===== config.mk =====
export PLATFORM = sky130hd
export DESIGN_NAME = script_token_lexer_core_flat
export DESIGN_NICKNAME = d
export VERILOG_FILES = /design/src/hdl/stl_pkg.sv /design/src/hdl/stl_if.sv /design/src/hdl/stl_decide.sv /design/src/hdl/script_token_lexer_core.sv /design/src/flat_wrapper.sv
export SDC_FILE = /design/constraint.sdc
export NUM_CORES = 1
export LEC_CHECK = 0
export ABC_AREA = 1
export BUFFER_PORTS_ARGS = -buffer_cell sky130_fd_sc_hd__buf_2
export CORE_MARGIN = 2
export CORE_UTILIZATION = 25
export DETAILED_ROUTE_END_ITERATION = 16
export GPL_TIMING_DRIVEN = 0
export HOLD_SLACK_MARGIN = 0.15
export PLACE_DENSITY = 0.39
export SLEW_MARGIN = 20
export SYNTH_ARGS = -nofsm -noshare
export SYNTH_HDL_FRONTEND = slang
export SYNTH_SLANG_ARGS = --single-unit

===== constraint.sdc =====
create_clock -name clk -period 19.1 [get_ports clk]
set_clock_uncertainty 0.05 [all_clocks]
set_input_delay 3.82 -clock clk [delete_from_list [all_inputs] [get_ports clk]]
set_output_delay 3.82 -clock clk [all_outputs]
set_load 0.02 [all_outputs]

===== src/hdl/stl_pkg.sv =====
// Shared types, character codes and byte classes for the script token lexer.
// No dependencies; every other file of the block except hdl/stl_if.sv imports this package.
package stl_pkg;

	localparam int OFFSET_BITS = 32;
	localparam int LINE_BITS   = 24;
	localparam int COUNT_BITS  = 32;
	localparam int FIELD_BITS  = 32;
	localparam int MAX_RESULTS = 3;

	typedef enum logic [4:0] {
		M_START, M_COMMENT, M_SPACE, M_INT, M_FRAC, M_BIN, M_STR, M_STR_ESC,
		M_BYTES, M_CH_OPEN, M_CH_ESC, M_CH_GOT, M_WORD
	} mode_t;

	typedef enum logic [3:0] {
		K_COMMENT, K_NEWLINE, K_SPACE, K_INT, K_FLOAT, K_BINARY, K_STRING,
		K_BYTESTR, K_CHAR, K_COMMA, K_WORD, K_ERROR, K_END
	} kind_t;

	localparam logic [7:0] CH_NUL   = 8'h00;
	localparam logic [7:0] CH_TAB   = 8'h09;
	localparam logic [7:0] CH_LF    = 8'h0A;
	localparam logic [7:0] CH_CR    = 8'h0D;
	localparam logic [7:0] CH_SP    = 8'h20;
	localparam logic [7:0] CH_BANG  = 8'h21;
	localparam logic [7:0] CH_DQ    = 8'h22;
	localparam logic [7:0] CH_HASH  = 8'h23;
	localparam logic [7:0] CH_PCT   = 8'h25;
	localparam logic [7:0] CH_SQ    = 8'h27;
	localparam logic [7:0] CH_STAR  = 8'h2A;
	localparam logic [7:0] CH_PLUS  = 8'h2B;
	localparam logic [7:0] CH_COMMA = 8'h2C;
	localparam logic [7:0] CH_MINUS = 8'h2D;
	localparam logic [7:0] CH_DOT   = 8'h2E;
	localparam logic [7:0] CH_ZERO  = 8'h30;
	localparam logic [7:0] CH_ONE   = 8'h31;
	localparam logic [7:0] CH_COLON = 8'h3A;
	localparam logic [7:0] CH_LT    = 8'h3C;
	localparam logic [7:0] CH_EQ    = 8'h3D;
	localparam logic [7:0] CH_GT    = 8'h3E;
	localparam logic [7:0] CH_LBR   = 8'h5B;
	localparam logic [7:0] CH_BSL   = 8'h5C;
	localparam logic [7:0] CH_RBR   = 8'h5D;
	localparam logic [7:0] CH_US    = 8'h5F;

	// One lexing decision on the current window
	typedef struct packed {
		logic       need;
		logic [1:0] take;
		logic       emit;
		kind_t      kind;
		mode_t      mode_nx;
		logic       line_inc;
		logic       is_start;
		logic       is_end;
	} dec_t;

	typedef struct packed {
		kind_t                  kind;
		logic [FIELD_BITS-1:0]  start;
		logic [FIELD_BITS-1:0]  length;
		logic [LINE_BITS-1:0]   line;
		logic [COUNT_BITS-1:0]  number;
		logic                   last;
	} tok_t;

	function automatic logic is_digit(input logic [7:0] c);
		return (c >= 8'h30) && (c <= 8'h39);
	endfunction

	function automatic logic is_alpha(input logic [7:0] c);
		return ((c >= 8'h61) && (c <= 8'h7A)) || ((c >= 8'h41) && (c <= 8'h5A));
	endfunction

	function automatic logic is_word_tail(input logic [7:0] c);
		return is_alpha(c) || is_digit(c) || (c == CH_US) || (c == CH_MINUS) ||
			(c == CH_COLON) || (c == CH_PLUS) || (c == CH_HASH) || (c == CH_BANG) ||
			(c == CH_STAR);
	endfunction

endpackage


===== src/hdl/stl_if.sv =====
// Valid/ready channel interfaces for script bytes in and tokens out.
// Standalone; widths follow the field widths of the block.
interface stl_byte_if;
	logic       valid;
	logic       ready;
	logic [7:0] in_byte;

	modport source (output valid, output in_byte, input ready);
	modport sink (input valid, input in_byte, output ready);
endinterface

interface stl_token_if;
	logic        valid;
	logic        ready;
	logic [3:0]  token_kind;
	logic [31:0] token_start;
	logic [31:0] token_length;
	logic [23:0] token_line;
	logic [31:0] token_number;
	logic        last_of_run;

	modport source (output valid, output token_kind, output token_start,
		output token_length, output token_line, output token_number,
		output last_of_run, input ready);
	modport sink (input valid, input token_kind, input token_start,
		input token_length, input token_line, input token_number,
		input last_of_run, output ready);
endinterface


===== src/hdl/stl_decide.sv =====
// Classifier for one lexing step: looks at the mode and a window of up to
// three bytes and returns what to take, emit and switch to. Uses stl_pkg.
module stl_decide (
	input  stl_pkg::mode_t      mode,
	input  logic [2:0][7:0]     win,
	input  logic [1:0]          n,
	output stl_pkg::dec_t       dec
);
	import stl_pkg::*;

	logic [7:0] c, c1, c2;

	assign c  = win[0];
	assign c1 = win[1];
	assign c2 = win[2];

	// Decide on the head byte, using lookahead where the token needs it
	always_comb begin
		dec = '{need: 1'b0, take: 2'd0, emit: 1'b0, kind: K_ERROR, mode_nx: mode,
			line_inc: 1'b0, is_start: 1'b0, is_end: 1'b0};
		case (mode)
			M_START: begin
				dec.is_start = 1'b1;
				if (c == CH_NUL) begin
					dec.emit = 1'b1; dec.kind = K_END; dec.is_end = 1'b1;
					dec.mode_nx = M_START;
				end else if (c == CH_STAR) begin
					dec.take = 2'd1; dec.mode_nx = M_COMMENT;
				end else if (c == CH_LF) begin
					dec.take = 2'd1; dec.line_inc = 1'b1;
					dec.emit = 1'b1; dec.kind = K_NEWLINE;
				end else if (c == CH_CR) begin
					if (n < 2'd2) dec.need = 1'b1;
					else if (c1 == CH_LF) begin
						dec.take = 2'd2; dec.line_inc = 1'b1;
						dec.emit = 1'b1; dec.kind = K_NEWLINE;
					end else begin
						dec.take = 2'd1; dec.mode_nx = M_SPACE;
					end
				end else if (c == CH_SP || c == CH_TAB) begin
					dec.take = 2'd1; dec.mode_nx = M_SPACE;
				end else if (c == CH_DOT) begin
					if (n < 2'd2) dec.need = 1'b1;
					else if (is_digit(c1)) begin
						dec.take = 2'd2; dec.mode_nx = M_FRAC;
					end else begin
						dec.take = 2'd1; dec.emit = 1'b1; dec.kind = K_ERROR;
					end
				end else if (c == CH_MINUS) begin
					if (n < 2'd2) dec.need = 1'b1;
					else if (c1 == CH_DOT) begin
						if (n < 2'd3) dec.need = 1'b1;
						else if (is_digit(c2)) begin
							dec.take = 2'd3; dec.mode_nx = M_FRAC;
						end else begin
							dec.take = 2'd1; dec.emit = 1'b1; dec.kind = K_ERROR;
						end
					end else if (is_digit(c1)) begin
						dec.take = 2'd1; dec.mode_nx = M_INT;
					end else begin
						dec.take = 2'd1; dec.emit = 1'b1; dec.kind = K_ERROR;
					end
				end else if (is_digit(c)) begin
					if (n < 2'd2) dec.need = 1'b1;
					else begin
						dec.take = 2'd1;
						if (!is_alpha(c1)) dec.mode_nx = M_INT;
						else begin
							dec.emit = 1'b1; dec.kind = K_ERROR;
						end
					end
				end else if (c == CH_PCT) begin
					if (n < 2'd2) dec.need = 1'b1;
					else begin
						dec.take = 2'd1;
						if (c1 == CH_ZERO || c1 == CH_ONE) dec.mode_nx = M_BIN;
						else begin
							dec.emit = 1'b1; dec.kind = K_ERROR;
						end
					end
				end else if (c == CH_DQ) begin
					dec.take = 2'd1; dec.mode_nx = M_STR;
				end else if (c == CH_LBR) begin
					dec.take = 2'd1; dec.mode_nx = M_BYTES;
				end else if (c == CH_SQ) begin
					dec.take = 2'd1; dec.mode_nx = M_CH_OPEN;
				end else if (c == CH_COMMA) begin
					dec.take = 2'd1; dec.emit = 1'b1; dec.kind = K_COMMA;
				end else if (c == CH_LT || c == CH_GT) begin
					if (n < 2'd2) dec.need = 1'b1;
					else begin
						if (c1 == CH_EQ || (c == CH_LT && c1 == CH_GT)) dec.take = 2'd2;
						else dec.take = 2'd1;
						dec.emit = 1'b1; dec.kind = K_WORD;
					end
				end else if (c == CH_EQ) begin
					dec.take = 2'd1; dec.emit = 1'b1; dec.kind = K_WORD;
				end else if (is_alpha(c)) begin
					dec.take = 2'd1; dec.mode_nx = M_WORD;
				end else if (c == CH_US) begin
					if (n < 2'd2) dec.need = 1'b1;
					else begin
						dec.take = 2'd1;
						if (is_alpha(c1)) dec.mode_nx = M_WORD;
						else begin
							dec.emit = 1'b1; dec.kind = K_ERROR;
						end
					end
				end else begin
					dec.take = 2'd1; dec.emit = 1'b1; dec.kind = K_ERROR;
				end
			end
			M_COMMENT: begin
				if (c == CH_NUL || c == CH_LF) begin
					dec.emit = 1'b1; dec.kind = K_COMMENT;
				end else if (c == CH_CR) begin
					if (n < 2'd2) dec.need = 1'b1;
					else if (c1 == CH_LF) begin
						dec.emit = 1'b1; dec.kind = K_COMMENT;
					end else dec.take = 2'd1;
				end else dec.take = 2'd1;
			end
			M_SPACE: begin
				if (c == CH_SP || c == CH_TAB) dec.take = 2'd1;
				else if (c == CH_CR) begin
					if (n < 2'd2) dec.need = 1'b1;
					else if (c1 != CH_LF) dec.take = 2'd1;
					else begin
						dec.emit = 1'b1; dec.kind = K_SPACE;
					end
				end else begin
					dec.emit = 1'b1; dec.kind = K_SPACE;
				end
			end
			M_INT: begin
				if (is_digit(c)) dec.take = 2'd1;
				else if (c == CH_DOT) begin
					dec.take = 2'd1; dec.mode_nx = M_FRAC;
				end else begin
					dec.emit = 1'b1; dec.kind = K_INT;
				end
			end
			M_FRAC: begin
				if (is_digit(c)) dec.take = 2'd1;
				else begin
					dec.emit = 1'b1; dec.kind = K_FLOAT;
				end
			end
			M_BIN: begin
				if (c == CH_ZERO || c == CH_ONE) dec.take = 2'd1;
				else begin
					dec.emit = 1'b1; dec.kind = K_BINARY;
				end
			end
			M_STR: begin
				if (c == CH_NUL || c == CH_CR || c == CH_LF) begin
					dec.emit = 1'b1; dec.kind = K_ERROR;
				end else if (c == CH_BSL) begin
					dec.take = 2'd1; dec.mode_nx = M_STR_ESC;
				end else if (c == CH_DQ) begin
					dec.take = 2'd1; dec.emit = 1'b1; dec.kind = K_STRING;
				end else dec.take = 2'd1;
			end
			M_STR_ESC: begin
				if (c == CH_NUL) begin
					dec.emit = 1'b1; dec.kind = K_ERROR;
				end else begin
					dec.take = 2'd1; dec.mode_nx = M_STR;
				end
			end
			M_BYTES: begin
				if (c == CH_NUL) begin
					dec.emit = 1'b1; dec.kind = K_ERROR;
				end else if (c == CH_CR || c == CH_LF) begin
					dec.take = 2'd1; dec.emit = 1'b1; dec.kind = K_ERROR;
				end else if (c == CH_RBR) begin
					dec.take = 2'd1; dec.emit = 1'b1; dec.kind = K_BYTESTR;
				end else dec.take = 2'd1;
			end
			M_CH_OPEN: begin
				if (c == CH_BSL) begin
					dec.take = 2'd1; dec.mode_nx = M_CH_ESC;
				end else if (c == CH_NUL) begin
					dec.emit = 1'b1; dec.kind = K_ERROR;
				end else begin
					dec.take = 2'd1; dec.mode_nx = M_CH_GOT;
				end
			end
			M_CH_ESC: begin
				if (c == CH_NUL) begin
					dec.emit = 1'b1; dec.kind = K_ERROR;
				end else begin
					dec.take = 2'd1; dec.mode_nx = M_CH_GOT;
				end
			end
			M_CH_GOT: begin
				if (c == CH_NUL) begin
					dec.emit = 1'b1; dec.kind = K_ERROR;
				end else if (c == CH_SQ) begin
					dec.take = 2'd1; dec.emit = 1'b1; dec.kind = K_CHAR;
				end else begin
					dec.take = 2'd1; dec.emit = 1'b1; dec.kind = K_ERROR;
				end
			end
			M_WORD: begin
				if (is_word_tail(c)) dec.take = 2'd1;
				else begin
					dec.emit = 1'b1; dec.kind = K_WORD;
				end
			end
			default: dec.mode_nx = M_START;
		endcase
		// Any emit returns to the start of a token
		if (dec.emit) dec.mode_nx = M_START;
	end

endmodule


===== src/hdl/script_token_lexer_core.sv =====
// Top level of the script token lexer: byte window, counters, one lexing
// decision per cycle (unless the byte input or a full output path stalls it)
// and a two-entry token output path. Uses stl_pkg, stl_if and stl_decide.
// A token passes from the decision that ends it to a holding slot, which
// resolves the last-of-run flag, and then to the output register.
// A new byte is accepted only after the decisions on the previous byte end.
// Reset (arst_n low, asynchronous): start-of-token mode, empty lookahead,
// offsets 0, line 1, token count 0, no token pending.
module script_token_lexer_core (
	input  logic           clk,
	input  logic           arst_n,
	stl_byte_if.sink       byte_in,
	stl_token_if.source    token_out
);
	import stl_pkg::*;

	localparam logic [OFFSET_BITS-1:0] OMAX = {OFFSET_BITS{1'b1}};
	localparam logic [LINE_BITS-1:0]   LMAX = {LINE_BITS{1'b1}};
	localparam logic [COUNT_BITS-1:0]  CMAX = {COUNT_BITS{1'b1}};

	mode_t                  mode_q;
	logic [2:0][7:0]        win_q;
	logic [1:0]             wn_q;
	logic                   active_q;
	logic [1:0]             nout_q;
	logic [OFFSET_BITS-1:0] off_q, start_q;
	logic [LINE_BITS-1:0]   line_q, sline_q;
	logic [COUNT_BITS-1:0]  tcount_q;
	logic                   pend_v_q, out_v_q;
	tok_t                   pend_q, out_q;

	logic [2:0][7:0]        ewin, win_sh;
	logic [1:0]             wn_e, wn_t, k;
	dec_t                   d;
	logic                   out_free, can_emit, go, step_end, pend_move, do_start;
	logic [OFFSET_BITS:0]   off_sum;
	logic [OFFSET_BITS-1:0] off_sat, off_nx, e_start;
	logic [LINE_BITS-1:0]   e_line;
	logic [1:0]             nout_base;
	logic [2:0]             nout_sum;
	tok_t                   tok_new;

	// Build the working window: stored lookahead plus the offered byte
	always_comb begin
		for (int i = 0; i < 3; i++) begin
			if (!active_q && (2'(i) == wn_q)) ewin[i] = byte_in.in_byte;
			else ewin[i] = win_q[i];
		end
		wn_e = active_q ? wn_q : wn_q + 2'd1;
	end

	stl_decide u_decide (
		.mode (mode_q),
		.win  (ewin),
		.n    (wn_e),
		.dec  (d)
	);

	// Handshake and stall conditions
	assign out_free = !out_v_q || token_out.ready;
	assign can_emit = !pend_v_q || out_free;
	assign byte_in.ready = !active_q && can_emit;
	assign go = active_q ? (!d.emit || can_emit) : (byte_in.valid && can_emit);

	// Consume bytes and advance the saturating offset
	assign k        = d.need ? 2'd0 : d.take;
	assign do_start = d.is_start && !d.need;
	assign off_sum  = {1'b0, off_q} + (OFFSET_BITS + 1)'(k);
	assign off_sat  = (off_sum > {1'b0, OMAX}) ? OMAX : off_sum[OFFSET_BITS-1:0];
	assign off_nx   = d.is_end ? '0 : off_sat;
	assign e_start  = do_start ? off_q : start_q;
	assign e_line   = do_start ? line_q : sline_q;

	always_comb begin
		logic [2:0] idx;
		for (int i = 0; i < 3; i++) begin
			idx = 3'(i) + {1'b0, k};
			win_sh[i] = (idx < 3'd3) ? ewin[idx[1:0]] : 8'h00;
		end
	end

	assign wn_t      = d.is_end ? 2'd0 : wn_e - k;
	assign nout_base = active_q ? nout_q : 2'd0;
	assign nout_sum  = {1'b0, nout_base} + {2'b0, d.emit};
	assign step_end  = d.need || (wn_t == 2'd0) || (nout_sum == 3'(MAX_RESULTS));

	// Form the token released by this decision
	always_comb begin
		tok_new.kind   = d.kind;
		tok_new.start  = FIELD_BITS'(e_start);
		tok_new.length = d.is_end ? '0 : FIELD_BITS'(off_sat - e_start);
		tok_new.line   = e_line;
		tok_new.number = tcount_q;
		tok_new.last   = step_end;
	end

	assign pend_move = pend_v_q && out_free && (pend_q.last || (go && d.emit));

	// Advance lexer state
	always_ff @(posedge clk or negedge arst_n) begin
		if (!arst_n) begin
			mode_q   <= M_START;
			win_q    <= '0;
			wn_q     <= 2'd0;
			active_q <= 1'b0;
			nout_q   <= 2'd0;
			off_q    <= '0;
			start_q  <= '0;
			line_q   <= LINE_BITS'(1);
			sline_q  <= LINE_BITS'(1);
			tcount_q <= '0;
		end else if (go) begin
			mode_q   <= d.mode_nx;
			win_q    <= win_sh;
			wn_q     <= (step_end && wn_t == 2'd3) ? 2'd2 : wn_t;
			active_q <= !step_end;
			nout_q   <= nout_sum[1:0];
			off_q    <= off_nx;
			if (d.is_end) begin
				start_q  <= '0;
				sline_q  <= LINE_BITS'(1);
				line_q   <= LINE_BITS'(1);
				tcount_q <= '0;
			end else begin
				if (do_start) begin
					start_q <= off_q;
					sline_q <= line_q;
				end
				if (d.line_inc && line_q != LMAX) line_q <= line_q + LINE_BITS'(1);
				if (d.emit && tcount_q != CMAX) tcount_q <= tcount_q + COUNT_BITS'(1);
			end
		end
	end

	// Hold the newest token until the run's last flag is known
	always_ff @(posedge clk or negedge arst_n) begin
		if (!arst_n) begin
			pend_v_q <= 1'b0;
		end else if (go && d.emit) begin
			pend_v_q <= 1'b1;
		end else if (pend_move) begin
			pend_v_q <= 1'b0;
		end
	end

	always_ff @(posedge clk) begin
		if (go && d.emit) pend_q <= tok_new;
		else if (go && step_end && pend_v_q) pend_q.last <= 1'b1;
	end

	// Output register; transfer when the sink is ready
	always_ff @(posedge clk or negedge arst_n) begin
		if (!arst_n) begin
			out_v_q <= 1'b0;
		end else if (pend_move) begin
			out_v_q <= 1'b1;
		end else if (token_out.ready) begin
			out_v_q <= 1'b0;
		end
	end

	always_ff @(posedge clk) begin
		if (pend_move) out_q <= pend_q;
	end

	assign token_out.valid        = out_v_q;
	assign token_out.token_kind   = out_q.kind;
	assign token_out.token_start  = out_q.start;
	assign token_out.token_length = out_q.length;
	assign token_out.token_line   = out_q.line;
	assign token_out.token_number = out_q.number;
	assign token_out.last_of_run  = out_q.last;

`ifndef NO_ASSERTIONS
	a_active_window: assert property (@(posedge clk) disable iff (!arst_n)
		active_q |-> (wn_q != 2'd0))
		else $error("step in progress with an empty window");
	a_pend_open: assert property (@(posedge clk) disable iff (!arst_n)
		(pend_v_q && !pend_q.last) |-> active_q)
		else $error("unfinished run held after its step ended");
	a_end_last: assert property (@(posedge clk) disable iff (!arst_n)
		(out_v_q && out_q.kind == K_END) |-> (out_q.last && out_q.length == '0))
		else $error("end token not last of run or has length");
	a_nout_bound: assert property (@(posedge clk) disable iff (!arst_n)
		active_q |-> (nout_q != 2'd3))
		else $error("step continued past three tokens");
`endif

endmodule


===== src/flat_wrapper.sv =====
// flat-port wrapper written by rule: the top's interface ports become plain ports
module script_token_lexer_core_flat import stl_pkg::*;
  (clk, arst_n, byte_in_valid, byte_in_in_byte, byte_in_ready, token_out_valid, token_out_token_kind, token_out_token_start, token_out_token_length, token_out_token_line, token_out_token_number, token_out_last_of_run, token_out_ready);
  stl_byte_if byte_in_i ();
  stl_token_if token_out_i ();
  input  logic clk;
  input  logic arst_n;
  input wire logic [$bits(byte_in_i.valid)-1:0] byte_in_valid;
  input wire logic [$bits(byte_in_i.in_byte)-1:0] byte_in_in_byte;
  output wire logic [$bits(byte_in_i.ready)-1:0] byte_in_ready;
  output wire logic [$bits(token_out_i.valid)-1:0] token_out_valid;
  output wire logic [$bits(token_out_i.token_kind)-1:0] token_out_token_kind;
  output wire logic [$bits(token_out_i.token_start)-1:0] token_out_token_start;
  output wire logic [$bits(token_out_i.token_length)-1:0] token_out_token_length;
  output wire logic [$bits(token_out_i.token_line)-1:0] token_out_token_line;
  output wire logic [$bits(token_out_i.token_number)-1:0] token_out_token_number;
  output wire logic [$bits(token_out_i.last_of_run)-1:0] token_out_last_of_run;
  input wire logic [$bits(token_out_i.ready)-1:0] token_out_ready;
  assign byte_in_i.valid = byte_in_valid;
  assign byte_in_i.in_byte = byte_in_in_byte;
  assign byte_in_ready = byte_in_i.ready;
  assign token_out_valid = token_out_i.valid;
  assign token_out_token_kind = token_out_i.token_kind;
  assign token_out_token_start = token_out_i.token_start;
  assign token_out_token_length = token_out_i.token_length;
  assign token_out_token_line = token_out_i.token_line;
  assign token_out_token_number = token_out_i.token_number;
  assign token_out_last_of_run = token_out_i.last_of_run;
  assign token_out_i.ready = token_out_ready;
  script_token_lexer_core u_core (.clk(clk), .arst_n(arst_n), .byte_in(byte_in_i), .token_out(token_out_i));
endmodule

==> impl_metrics.yaml <==
status:
  status: "finished clean"
route:
  viasPerCell: 4.60
  vias: 18684
  avgRoutedWirePerCell_um: 18.0
  firstDrtPassIters: 6
  top_layer: "met4"
  wl_um: 73300
  drt-met1-wl_um: 35400
  drc: 0
  wl_met2_um: 32600
  final_antenna_net_count: 0
  routed-wl-met3_um: 3450
  drt_iter0_drc: 1473
placed_design:
  gp_congestion: 0.903
  port-buffer-count: 138
  dp.cells: 3964
  dp_hpwl_um: 55300
layout:
  syn_to_final_growth_pct: 19.0
  regArea_um2: 12000
  nets: 2900
  final_cells: 4065
  drive_above_1_share: 0.124
  fillerInstances: 9637
  multi_input_area_um2: 8990
synthesis:
  synth_area_leaders: "edfxtp_1 (33%), dfrtp_1 (20%), nand2_1 (14%)"
  synthCells: 2642
  synth_top_area_frac: 0.333
  ys_seq_elements: 430
  syn_nets: 2699
  synth_area_per_cell_um2: 8.54
  synth_flop_cell: "edfxtp_1"
  yosysTopAreaCell: "edfxtp_1"
  ys_seq_area_frac: 0.532
  synth_edf_count: 250
  yosys.cell_types.count: 57
  syn_area_um2: 22600
  ys_warn_count: 0
  synth-async-reset-ratio: 0.419
setup_path:
  required_ns: 19.48
  critPathKind: "input port to register"
  path_max_fanout: 12
  path_delay_family: "simple AND/OR/NAND/NOR gates"
  path_buf_inv: 9
  crit_slowest_cell: "clkbuf_1"
  cp-end-kind: "register"
  critPathLaunchType: "input port"
  worstPathArrival_ns: 11.84
  r2r_slack_ns: 9.94
  critPathMaxStageDelay_ns: 0.56
  cp_common_cell: "nand2_1"
timing:
  drv_slew: 0
  fmax_ghz: 0.0873
  max_slew_margin: 0.360
  finalCriticalPeriod_ns: 11.46
  finalHoldViolations: 0
  worst_slew_pin_slew_ns: 0.960
  grt_setup_unrepaired: "false"
  timing.final.crit_share: 0.600
  finalSetupViolations: 0
  holdWs_ns: 0.345
  fin_setup_tns_ns: 0
floorplanning:
  initial_core_util: 0.251
  boundaryPins: 139
  coreArea_um2: 89700
  dieArea_um2: 92700
  fp-row-count: 110
  fp.dieH_um: 304
  die_w_um: 304
cts:
  cts_setup_buffers: 0
  clock_latency_ns: 0.63
  cts_sinks: 430
  root_buffer: "clkbuf_16"
  cts_tree: "yes"
  cts_max_path_buffers: 3
  numCtsBuffers: 53
  cts_resized: 0
  htreeDepth: 2
  ctsHoldBuffers: 0
  cts.reportedPaths.clkPinSlew_ns: 0.06
grt:
  grt_antenna_before_repair: 2
  grt_max_degree: 87
  grt_overflow_total: 0
  grt_usage: 0.157
  grt_pass1_wl_um: 114000
  grt_pass1_vias: 18758
worst_hold_path:
  hp-class: "register to register"
job:
  maxCapViolCount: 0
==> kinds of logic (layout without fill, tap and decap cells) <==
kind of cell,after synthesis,count (layout),share of synthesized area
AO/OA/AOI/OAI,301,301,0.0726
XOR/XNOR,75,75,0.0291
adder cells (fa/ha/maj),45,45,0.0256
buffers and inverters,369,615,0.0693
flip-flops,430,430,0.532
multiplexers,7,7,0.00349
other,0,1,0
AND/OR/NAND/NOR,1415,1415,0.267
==> metal layers <==
| metal | up-vias | GRT usage |
|---|---|---|
| met5 | - | 0 |
| met4 | 0 | 0.0417 |
| met3 | 90 | 0.0257 |
| met2 | 462 | 0.248 |
| met1 | 9002 | 0.221 |
| li1 | 9130 | - |
==> state kept, by name, summed over array words and instances (netlist names), 32 cells and up <==
register,cells
u_core.tcount_q,32
u_core.token_out.token_number,32
u_core.pend_q,125
u_core.token_out.token_length,32
u_core.token_out.token_start,32
u_core.off_q,32
u_core.start_q,32
==> cell usage in the layout, fill, tap and decap left out, types with 7 or more instances in the layout <==
master	instances
nand2_1	864
inv_1	269
edfxtp_1	250
nor2_1	210
dfrtp_1	178
buf_2	163
nand3_1	146
o21ai_0	145
a21oi_1	94
xor2_1	68
clkbuf_16	55
nor3_1	48
nand4_1	46
ha_1	43
nand3b_1	38
clkbuf_1	29
nor4_1	26
o21ai_1	16
buf_4	16
inv_2	16
buf_6	11
nand2_2	11
clkinv_2	10
bufinv_16	10
clkinvlp_4	9
nor2_2	7
xnor2_1	7
mux2_2	7
==> worst register-to-register path, delay by kind of cell (launching register included) <==
| family | cells | cell delay [ns] |
|---|---|---|
| adders and majority gates | 4 | 1.39 |
| AOI/OAI and AO/OA | 7 | 1.85 |
| DFF | 1 | 0.42 |
| buffers and inverters | 8 | 1.88 |
| and+or+nand+nor | 23 | 3.40 |
==> synthesized netlist by cell type (all sizes together), types with 4 or more instances <==
cell type and n:
ha 43, o2111ai 4, nand3b 38, dfrtp 178, buf 56, edfxtp 250, a21o 4, nor4 26
nand3 148, a21oi 94, mux2 7, nand4 46, nand2 879, inv 287, clkbuf 24, nor3 49
o21ai 167, xor2 68, nor2 221, o21bai 6, xnor2 7, or2 4
==> final timing paths <==
check / from / endpoint / cells past startpoint
max: byte_in_in_byte[5] / u_core.pend_q[87] / 42
max reg2reg: u_core.wn_q[0] / u_core.pend_q[87] / 42
min reg2reg: u_core.pend_q[10] / u_core.token_out.token_number[9] / 0
max in group asynchronous: arst_n / u_core.start_q[17] / 2
min: u_core.pend_q[10] / u_core.token_out.token_number[9] / 0
min in group asynchronous: arst_n / u_core.tcount_q[14] / 1
==> per-stage QoR <==
step                 util  cell area, µm²  setup slack [ns]
detailed placement  0.278           24900              7.14
global placement    0.276           24700              3.06
finish              0.299           26800              7.64
CTS                 0.299           26800              7.73
global route        0.299           26800              7.04
floorplan               -           22600              7.69
==> cell type report <==
cell class	count	share of cell area
Antenna cell	1	0.0000932
Buffer	80	0.0178
Clock buffer	63	0.0531
Clock inverter	37	0.0176
Inverter	289	0.0408
Multi-Input combinational cell	1843	0.335
Sequential cell	430	0.448
Tap cell	1176	0.0548
Timing Repair Buffer	146	0.0332
Power is not shown: default switching activity piles up to over one toggle a cycle in this logic, so the estimate is an artifact.
